==> config.mk <==
export PLATFORM = sky130hd
export DESIGN_NAME = dual_stack_local_pref_allocator_unit
export DESIGN_NICKNAME = d
export VERILOG_FILES = /design/src/hdl/lpa_pkg.sv /design/src/hdl/dual_stack_local_pref_allocator_unit.sv /design/src/hdl/lpa_pref_table.sv
export SDC_FILE = /design/constraint.sdc
export NUM_CORES = 1
export LEC_CHECK = 0
export BUFFER_PORTS_ARGS = -buffer_cell sky130_fd_sc_hd__buf_4
export CAP_MARGIN = 20
export CORE_AREA = 2 2 178 136
export DETAILED_ROUTE_END_ITERATION = 10
export DIE_AREA = 0 0 180 138
export GPL_TIMING_DRIVEN = 1
export PLACE_DENSITY = 0.73
export SYNTH_ARGS = -nofsm -noshare
export SYNTH_HDL_FRONTEND = slang
export SYNTH_SLANG_ARGS = --single-unit
==> constraint.sdc <==
create_clock -name clk -period 9.8 [get_ports clk]
set_clock_uncertainty 0.15 [all_clocks]
set_input_delay 1.47 -clock clk [delete_from_list [all_inputs] [get_ports clk]]
set_output_delay 1.47 -clock clk [all_outputs]
set_load 0.005 [all_outputs]
==> src/hdl/lpa_pkg.sv <==
// lpa_pkg: shared types and constants of the dual stack local preference allocator
// no dependencies; imported by lpa_pref_table and dual_stack_local_pref_allocator_unit
package lpa_pkg;

  localparam int NUM_CLASSES = 3;
  localparam int PREF_W      = 16;
  localparam int RUN_W       = 8;
  localparam int CLASS_W     = 3;
  localparam int CFG_IDX_W   = 3;
  localparam int CFG_DATA_W  = 16;
  localparam int CLS_IDX_W   = 2;

  localparam logic [CLASS_W-1:0] CLASS_NONE  = 3'd0;
  localparam logic [CLASS_W-1:0] CLASS_HOST  = 3'd1;
  localparam logic [CLASS_W-1:0] CLASS_SRFLX = 3'd2;
  localparam logic [CLASS_W-1:0] CLASS_RELAY = 3'd3;
  localparam logic [CLASS_W-1:0] CLASS_PRFLX = 3'd4;

  localparam logic [CFG_IDX_W-1:0] REG_MAX_RUN        = 3'd0;
  localparam logic [CFG_IDX_W-1:0] REG_HOST_V6_START  = 3'd1;
  localparam logic [CFG_IDX_W-1:0] REG_HOST_V4_START  = 3'd2;
  localparam logic [CFG_IDX_W-1:0] REG_SRFLX_V6_START = 3'd3;
  localparam logic [CFG_IDX_W-1:0] REG_SRFLX_V4_START = 3'd4;
  localparam logic [CFG_IDX_W-1:0] REG_RELAY_V6_START = 3'd5;
  localparam logic [CFG_IDX_W-1:0] REG_RELAY_V4_START = 3'd6;

  localparam logic [RUN_W-1:0]  MAX_RUN_RESET = 8'd2;
  localparam logic [PREF_W-1:0] PREF_RESET    = 16'd65535;
  localparam logic [PREF_W-1:0] PREF_STEP     = 16'd20000;

  typedef struct packed {
    logic [CLASS_W-1:0] cand_class;
    logic               is_ipv6;
  } lpa_in_t;

  typedef struct packed {
    logic [PREF_W-1:0] pref_value;
    logic              pref_valid;
  } lpa_out_t;

  typedef struct packed {
    logic                  wen;
    logic [CFG_IDX_W-1:0]  index;
    logic [CFG_DATA_W-1:0] data;
  } lpa_cfg_t;

  typedef struct packed {
    logic    fire;
    lpa_in_t item;
  } lpa_req_t;

endpackage

==> src/hdl/dual_stack_local_pref_allocator_unit.sv <==
// dual_stack_local_pref_allocator_unit: top level with input and result registers
// depends on lpa_pkg and lpa_pref_table
//
// Usage: each request beat on in_data names a candidate class and an address family
// and yields exactly one result beat on out_data: the granted local preference and
// pref_valid. Host, server reflexive and relay classes interleave IPv6 and IPv4 by
// lowering a family's preference by 20000 once it has max_run grants since the last
// drop in its class. Other classes return 0 with pref_valid low and leave the table
// untouched. A beat is taken when valid is high and stall is low, on either channel.
// Pipeline: the input register takes the beat at the accept edge and the result
// register loads it from there whenever the result register is free, so a receiver
// stall between the two holds the beat in the input register.
// Throughput: one request per cycle unless stalled; the table read, compare, subtract
// and counter update for a class all sit in the one stage behind the input register.
// Receiver stall: the result register holds; the input register fills, then
// in_stall rises in the same cycle, so nothing is dropped.
// Reset: max_run returns to 2, every preference to 65535, every run counter to 0,
// both pipeline stages empty. Writing a start register reloads that preference at
// once; configure only while no request is in flight.
module dual_stack_local_pref_allocator_unit (
  input  logic                            clk,
  input  logic                            rst,
  input  logic                            in_valid,
  output logic                            in_stall,
  input  lpa_pkg::lpa_in_t                in_data,
  output logic                            out_valid,
  input  logic                            out_stall,
  output lpa_pkg::lpa_out_t               out_data,
  input  logic                            cfg_wen,
  input  logic [lpa_pkg::CFG_IDX_W-1:0]   cfg_index,
  input  logic [lpa_pkg::CFG_DATA_W-1:0]  cfg_data
);
  import lpa_pkg::*;

  logic       s1_valid;
  lpa_in_t    s1_data;
  logic       s1_free;
  logic       out_free;
  logic       s1_fire;
  logic [RUN_W-1:0] max_run;
  lpa_req_t   req;
  lpa_cfg_t   cfg;
  lpa_out_t   result;

  assign out_free = !out_valid || !out_stall;
  assign s1_fire  = s1_valid && out_free;
  assign s1_free  = !s1_valid || out_free;
  assign in_stall = !s1_free;

  assign req.fire  = s1_fire;
  assign req.item  = s1_data;
  assign cfg.wen   = cfg_wen;
  assign cfg.index = cfg_index;
  assign cfg.data  = cfg_data;

  always_ff @(posedge clk) begin
    if (rst) begin
      max_run <= MAX_RUN_RESET;
    end else if (cfg_wen && (cfg_index == REG_MAX_RUN)) begin
      max_run <= cfg_data[RUN_W-1:0];
    end
  end

  // input register
  always_ff @(posedge clk) begin
    if (rst) begin
      s1_valid <= 1'b0;
    end else if (s1_free) begin
      s1_valid <= in_valid;
    end
    if (s1_free && in_valid) begin
      s1_data <= in_data;
    end
  end

  lpa_pref_table u_table (
    .clk     (clk),
    .rst     (rst),
    .req     (req),
    .cfg     (cfg),
    .max_run (max_run),
    .result  (result)
  );

  // result register
  always_ff @(posedge clk) begin
    if (rst) begin
      out_valid <= 1'b0;
    end else if (out_free) begin
      out_valid <= s1_valid;
    end
    if (s1_fire) begin
      out_data <= result;
    end
  end

  a_unsupported_zero: assert property (@(posedge clk) disable iff (rst)
    (out_valid && !out_data.pref_valid) |-> (out_data.pref_value == '0))
    else $error("unsupported class returned a nonzero preference");

  a_full_stalls_input: assert property (@(posedge clk) disable iff (rst)
    (s1_valid && out_valid && out_stall) |-> in_stall)
    else $error("input accepted while both stages are full");

  a_reset_empties: assert property (@(posedge clk)
    rst |=> (!out_valid && !s1_valid))
    else $error("pipeline not empty after reset");

  a_class_valid: assert property (@(posedge clk) disable iff (rst)
    (s1_fire && ((s1_data.cand_class == CLASS_HOST) ||
                 (s1_data.cand_class == CLASS_SRFLX) ||
                 (s1_data.cand_class == CLASS_RELAY)))
    |=> (out_valid && out_data.pref_valid))
    else $error("supported class produced no valid grant");

endmodule

==> src/hdl/lpa_pref_table.sv <==
// lpa_pref_table: per class preference and run counter table with the grant logic
// depends on lpa_pkg; instantiated by dual_stack_local_pref_allocator_unit
module lpa_pref_table (
  input  logic                         clk,
  input  logic                         rst,
  input  lpa_pkg::lpa_req_t            req,
  input  lpa_pkg::lpa_cfg_t            cfg,
  input  logic [lpa_pkg::RUN_W-1:0]    max_run,
  output lpa_pkg::lpa_out_t            result
);
  import lpa_pkg::*;

  logic [PREF_W-1:0] v6_pref [NUM_CLASSES];
  logic [PREF_W-1:0] v4_pref [NUM_CLASSES];
  logic [RUN_W-1:0]  v6_run  [NUM_CLASSES];
  logic [RUN_W-1:0]  v4_run  [NUM_CLASSES];

  logic                 supported;
  logic [CLS_IDX_W-1:0] cls;
  logic                 v6_hit;
  logic                 v4_hit;
  logic [RUN_W-1:0]     v6_run_mid;
  logic [RUN_W-1:0]     v4_run_mid;
  logic [PREF_W-1:0]    v6_pref_next;
  logic [PREF_W-1:0]    v4_pref_next;
  logic [RUN_W-1:0]     v6_run_next;
  logic [RUN_W-1:0]     v4_run_next;

  logic                 cfg_start;
  logic [CFG_IDX_W-1:0] cfg_slot;
  logic [CLS_IDX_W-1:0] cfg_cls;

  assign supported = (req.item.cand_class == CLASS_HOST) ||
                     (req.item.cand_class == CLASS_SRFLX) ||
                     (req.item.cand_class == CLASS_RELAY);
  assign cls = req.item.cand_class[CLS_IDX_W-1:0] - CLS_IDX_W'(1);

  // ipv6 check first, then ipv4 on the possibly cleared counter
  always_comb begin
    v6_hit       = (v6_run[cls] >= max_run);
    v6_pref_next = v6_hit ? (v6_pref[cls] - PREF_STEP) : v6_pref[cls];
    v6_run_mid   = v6_hit ? '0 : v6_run[cls];
    v4_run_mid   = v6_hit ? '0 : v4_run[cls];
    v4_hit       = (v4_run_mid >= max_run);
    v4_pref_next = v4_hit ? (v4_pref[cls] - PREF_STEP) : v4_pref[cls];
    v6_run_next  = v4_hit ? '0 : v6_run_mid;
    v4_run_next  = v4_hit ? '0 : v4_run_mid;
    if (req.item.is_ipv6) begin
      v6_run_next = v6_run_next + RUN_W'(1);
    end else begin
      v4_run_next = v4_run_next + RUN_W'(1);
    end
  end

  always_comb begin
    result.pref_valid = supported;
    result.pref_value = '0;
    if (supported) begin
      result.pref_value = req.item.is_ipv6 ? v6_pref_next : v4_pref_next;
    end
  end

  assign cfg_start = cfg.wen && (cfg.index >= REG_HOST_V6_START) &&
                     (cfg.index <= REG_RELAY_V4_START);
  assign cfg_slot  = cfg.index - REG_HOST_V6_START;
  assign cfg_cls   = cfg_slot[CFG_IDX_W-1:1];

  always_ff @(posedge clk) begin
    if (rst) begin
      for (int i = 0; i < NUM_CLASSES; i++) begin
        v6_pref[i] <= PREF_RESET;
        v4_pref[i] <= PREF_RESET;
        v6_run[i]  <= '0;
        v4_run[i]  <= '0;
      end
    end else if (cfg_start) begin
      if (cfg_slot[0]) begin
        v4_pref[cfg_cls] <= cfg.data[PREF_W-1:0];
      end else begin
        v6_pref[cfg_cls] <= cfg.data[PREF_W-1:0];
      end
    end else if (req.fire && supported) begin
      v6_pref[cls] <= v6_pref_next;
      v4_pref[cls] <= v4_pref_next;
      v6_run[cls]  <= v6_run_next;
      v4_run[cls]  <= v4_run_next;
    end
  end

endmodule

# == After elaboration in Yosys (flattened, before gate mapping) ==
# Memory sizes are Yosys's and may differ from the RTL's.
# Cells that the tools add are included.
# classes
add_sub_neg,6
mul,0
div_mod_pow,0
magnitude_cmp,4
eq_ne,3
shifts,0
mux,41
bitwise_logic,0
reduce_logical,21
# op_table
operator,count
$mux 16,7
$mux 8,8
$reduce_or 16->1,4
$sub 16x15->16 const B,2
$mux 1,20
$add 8x1->8 const B,2
$ge 8x8->1,2
$reduce_or 8->1,2
$mux 2,6
$eq 3x2->1 const B,2
$logic_and 1x1->1,6
$logic_not 1->1,4
$logic_or 1x1->1,4
$eq 3x1->1 const B,1
$ge 3x1->1 const B,1
$le 3x3->1 const B,1
$logic_not 3->1,1
$sub 3x1->3 const B,1
$sub 2x1->2 const B,1
# word_totals
regBits,31
latch_bits,0
mem_bits_rw,144
romBits,0
inputBits,28
out_inout_bits,19
elab_cells,86
n_memories,4
# memory_table
memory,depth,word_bits,read_ports,rd_clocked_by_memory_dff,wr,line_no,text
u_table.v4_pref,3,16,1,0,3,lpa_pref_table.sv:14,logic [PREF_W-1:0] v4_pref [NUM_CLASSES];
u_table.v6_pref,3,16,1,0,3,lpa_pref_table.sv:13,logic [PREF_W-1:0] v6_pref [NUM_CLASSES];
u_table.v4_run,3,8,1,0,3,lpa_pref_table.sv:16,logic [RUN_W-1:0] v4_run [NUM_CLASSES];
u_table.v6_run,3,8,1,0,3,lpa_pref_table.sv:15,logic [RUN_W-1:0] v6_run [NUM_CLASSES];

# == Logic depth before layout (Yosys ltp) ==
# depth
word_depth,10
ltp_mapped,33

# == By module ==
# A second synthesis with hierarchy kept.
# unflattened
hier_cells,885
area_unflattened_um2,11153.2
# by_module_without_submodules
mod,instances,cells_per_inst,area_per_inst_um2,seq_area_each_um2
lpa_pref_table,1,819,10069.7,5765.5
dual_stack_local_pref_allocator_unit,1,66,1083.5,830.8

# == Least setup slack after synthesis ==
# OpenSTA, ideal clock, no wires.
# synth_timing
path_type,register to register
from,"register s1_data, in the netlist req[1]"
to,"memory u_table.v4_run[0][6], data pin"
setup_ns,0.263
arrival_time_ns,6.752
required_ns,9.387
slack_ns,2.635
path_stages_with_launch,33
path_buffers,11
period_less_slack_ns,7.165
cell_sequence,edfxtp_1 buf_6 buf_12 buf_4 buf_4 buf_4 inv_1 ha_1 buf_2 buf_2 buf_2 buf_2 mux4_2 ha_1 or4_1 a21oi_1 o31a_2 buf_1 nand2_1 ha_1 nand2b_1 a2111oi_0 o31ai_1 a21oi_1 buf_2 nand2_1 inv_1 ha_1 nor2b_1 and4_1 nand3_1 xor2_1 nor2_1
# synth_rtl
element,line_no,text
from (decl),dual_stack_local_pref_allocator_unit.sv:36,lpa_in_t s1_data;
from (signal assigned),dual_stack_local_pref_allocator_unit.sv:72,s1_data <= in_data;
to (decl),lpa_pref_table.sv:16,

==> flow_summary.yaml <==
flow_run:
  maxCapViolations: 0
die:
  num_io_pins: 47
  rows: 49
  die_y_um: 138
  core-area_sq_um: 23400
  fp.dieArea_sq_um: 24800
  initial_core_util_pct: 47.8
  dieWidth_um: 180
synth:
  synth_flop_cell: "edfxtp_1"
  yosysWarnings: 0
  syn_inst: 869
  synth_common_cells: "edfxtp_1 (213), nand2_1 (115), nor2_1 (96)"
  synth.distinct_cells: 68
  avgSynthCellArea_sq_um: 12.9
  synth.most_common_cell: "edfxtp_1"
  synthArstFlopShare_pct: 0
  yosysTopAreaCell: "edfxtp_1"
  synth_area_sq_um: 11200
  ys_seq_elements: 223
  synth_edf_count: 213
  synth_area_leaders: "edfxtp_1 (57%), mux4_2 (8.5%), nand2_1 (3.9%)"
  yosysSeqAreaShare_pct: 59.1
  synthesis.nets: 924
  synth_top_area_share_pct: 57.3
critical_path:
  worst_ep_arrival_time_ns: 7.10
  critPathKind: "flip-flop to flip-flop"
  cp.required_ns: 9.90
  worst-path-max-fanout: 19
  crit_path_end_kind: "flip-flop"
  start_kind: "flip-flop"
sta:
  tightestPinTransition_ns: 0.943
  hold_violations: 0
  maxSlewHeadroom_pct: 37.1
  finalSetupTns_ns: 0
  setup_viol: 0
  slew_viol_final: 0
  worst_slack_ns: 2.80
  timing.fmax_mhz: 143
  timing.final.crit_share_pct: 71.5
  rsz0062_at_grt: "no"
  final.min_clock_period_ns: 7.00
power:
  switching_share_pct: 25.9
  p_int_mw: 1.67
  ir_worst_vdd_mv: 0.121
  p_seq_share_pct: 47.9
  clkPwrFrac_pct: 37.4
  comb_power_share_pct: 14.6
  p_sw_mw: 0.583
  cellLeakagePower_nw: 4.32
  p_per_area_nw_per_um2: 180
clock_network:
  numClockSinks: 223
  root_buffer: "clkbuf_16"
  cts_setup_buffers: 0
  cts_max_level: 1
  cts_buffer_depth: 3
  clk-insertion-delay-late_ns: 0.52
  cts_hold_buf: 0
  cts.repair.resized: 0
  cts_tree: "yes"
  numCtsBuffers: 23
  clk_pin_slew_ns: 0.06
min_path:
  hold_path_class: "flip-flop to flip-flop"
final_layout:
  fillers: 1909
  nets: 967
  drive_above_1_share_pct: 17.2
  diodes: 0
  final_util_pct: 53.5
  syn_to_final_growth_pct: 12.0
route:
  vias_per_cell: 5.93
  vias: 7321
  antenna_left: 0
  wirelength_um: 27200
  drt_first_pass_iters: 5
  first_iter_violations: 905
  drc: 0
  wl_per_cell_um: 22.0
grt:
  grt_util_all_layers_pct: 22.0
  grt_max_degree: 56
  grt_pass1_wl_um: 42000
  overflow: 0
  antenna_found_initial: 0
  grt_pass1_vias: 7141
run_status:
  status: "finished, final reports clean"
placement:
  gpl.final_weighted_congestion: 0.857
  preCtsSetupSlack_ns: 2.84
  port_buffers: 46
  hpwl_um: 18300
[area by class of cell]
| class | instances | area, sq um | share of cell area, % |
|---|---|---|---|
| Clock inverter | 9 | 76.3 | 0.610 |
| Timing Repair Buffer | 57 | 428 | 3.42 |
| Tap cell | 306 | 383 | 3.06 |
| Clock buffer | 33 | 643 | 5.14 |
| Sequential cell | 223 | 6600 | 52.7 |
| Inverter | 49 | 184 | 1.47 |
| Multi-Input combinational cell | 558 | 4200 | 33.6 |
[through the flow]
stage	hold WS (ns)	instance area [sq um]	power [mW]	instances
detailed placement	0.337	11800	1.42	1193
global placement	0.317	11800	1.42	1193
global route	0.371	12500	2.33	1235
finish	0.349	12500	2.25	1235
floorplan	0.301	11200	1.33	869
CTS	0.352	12500	2.26	1235
[power groups by stage]
| stage | registers, mW | clock network (mW) | logic (mW) |
|---|---|---|---|
| global route | 1.08 | 0.890 | 0.358 |
| floorplan | 1.10 | 0 | 0.229 |
| detailed placement | 1.10 | 0 | 0.323 |
| finish | 1.08 | 0.844 | 0.330 |
| global placement | 1.10 | 0 | 0.318 |
| CTS | 1.08 | 0.855 | 0.326 |
[kinds of logic (layout without fill, tap and decap cells)]
logic type               Yosys count  in the layout  synth area share, %
AO/OA/AOI/OAI                     93             93                 6.12
XOR/XNOR                          32             32                 2.51
adder cells (fa/ha/maj)           27             27                 3.02
buffers and inverters             88            148                 3.48
flip-flops                       223            223                 59.1
multiplexers                      59             59                 11.0
AND/OR/NAND/NOR                  347            347                 14.8
[layout by cell type, fill, tap and decap left out, drive strengths merged, types with 6 or more instances in the layout]
cell / netlist / layout
o21a: 7 / 7
o21ai: 8 / 8
nor2: 96 / 96
buf: 23 / 57
o211ai: 7 / 7
inv: 49 / 50
a21oi: 25 / 25
edfxtp: 213 / 213
xor2: 15 / 15
clkinv: 0 / 6
and2: 11 / 11
a21o: 7 / 7
o31ai: 9 / 9
mux4: 48 / 48
nor3: 9 / 9
nand3: 43 / 43
xnor2: 17 / 17
dfxtp: 10 / 10
or2: 9 / 9
nand2: 115 / 115
ha: 27 / 27
o31a: 7 / 7
mux2i: 10 / 10
nand2b: 30 / 30
clkbuf: 16 / 33
or4: 8 / 8
[final timing paths]
| kind | depth (start not counted) | endpoint | startpoint | slack (ns) |
|---|---|---|---|---|
| min reg2reg | 2 | max_run[5] | max_run[5] | 0.35 |
| min | 2 | max_run[5] | max_run[5] | 0.35 |
| max reg2reg | 22 | u_table.v4_run[2][6] | req[1] | 2.80 |
| max | 22 | u_table.v4_run[2][6] | req[1] | 2.80 |
[layer usage]
layer,global-route usage [%],vias to the layer above,wire (um)
li1,-,3292,-
met1,34.0,3667,12300
met2,32.7,322,11900
met3,3.27,40,2250
met4,5.52,0,637
met5,0,-,0
[registers in the layout (all words and copies together) (netlist names)]
name,flops
u_table.v4_pref,64
req,4
max_run,8
u_table.v6_pref,64
u_table.v6_run,32
out_valid,1
u_table.v4_run,32
s1_valid,1
out_data,17
[critical path, stage by stage, from the launching register on]
cell       delay, ns
edfxtp_1        0.32
buf_4           0.35
inv_1           0.17
ha_2            0.65
mux4_2          0.43
ha_1            0.23
or4_1           0.49
a21oi_1         0.18
o31a_2          0.37
nand2_1         0.10
ha_1            0.28
nand2b_1        0.15
a2111oi_0       0.57
o31ai_1         0.23
a21oi_1         0.69
nand2_1         0.20
inv_1           0.11
ha_1            0.13
nor2b_1         0.18
and4_1          0.27
nand3_1         0.10
xor2_1          0.29
nor2_1          0.09
(Power assumes the default switching activity.)
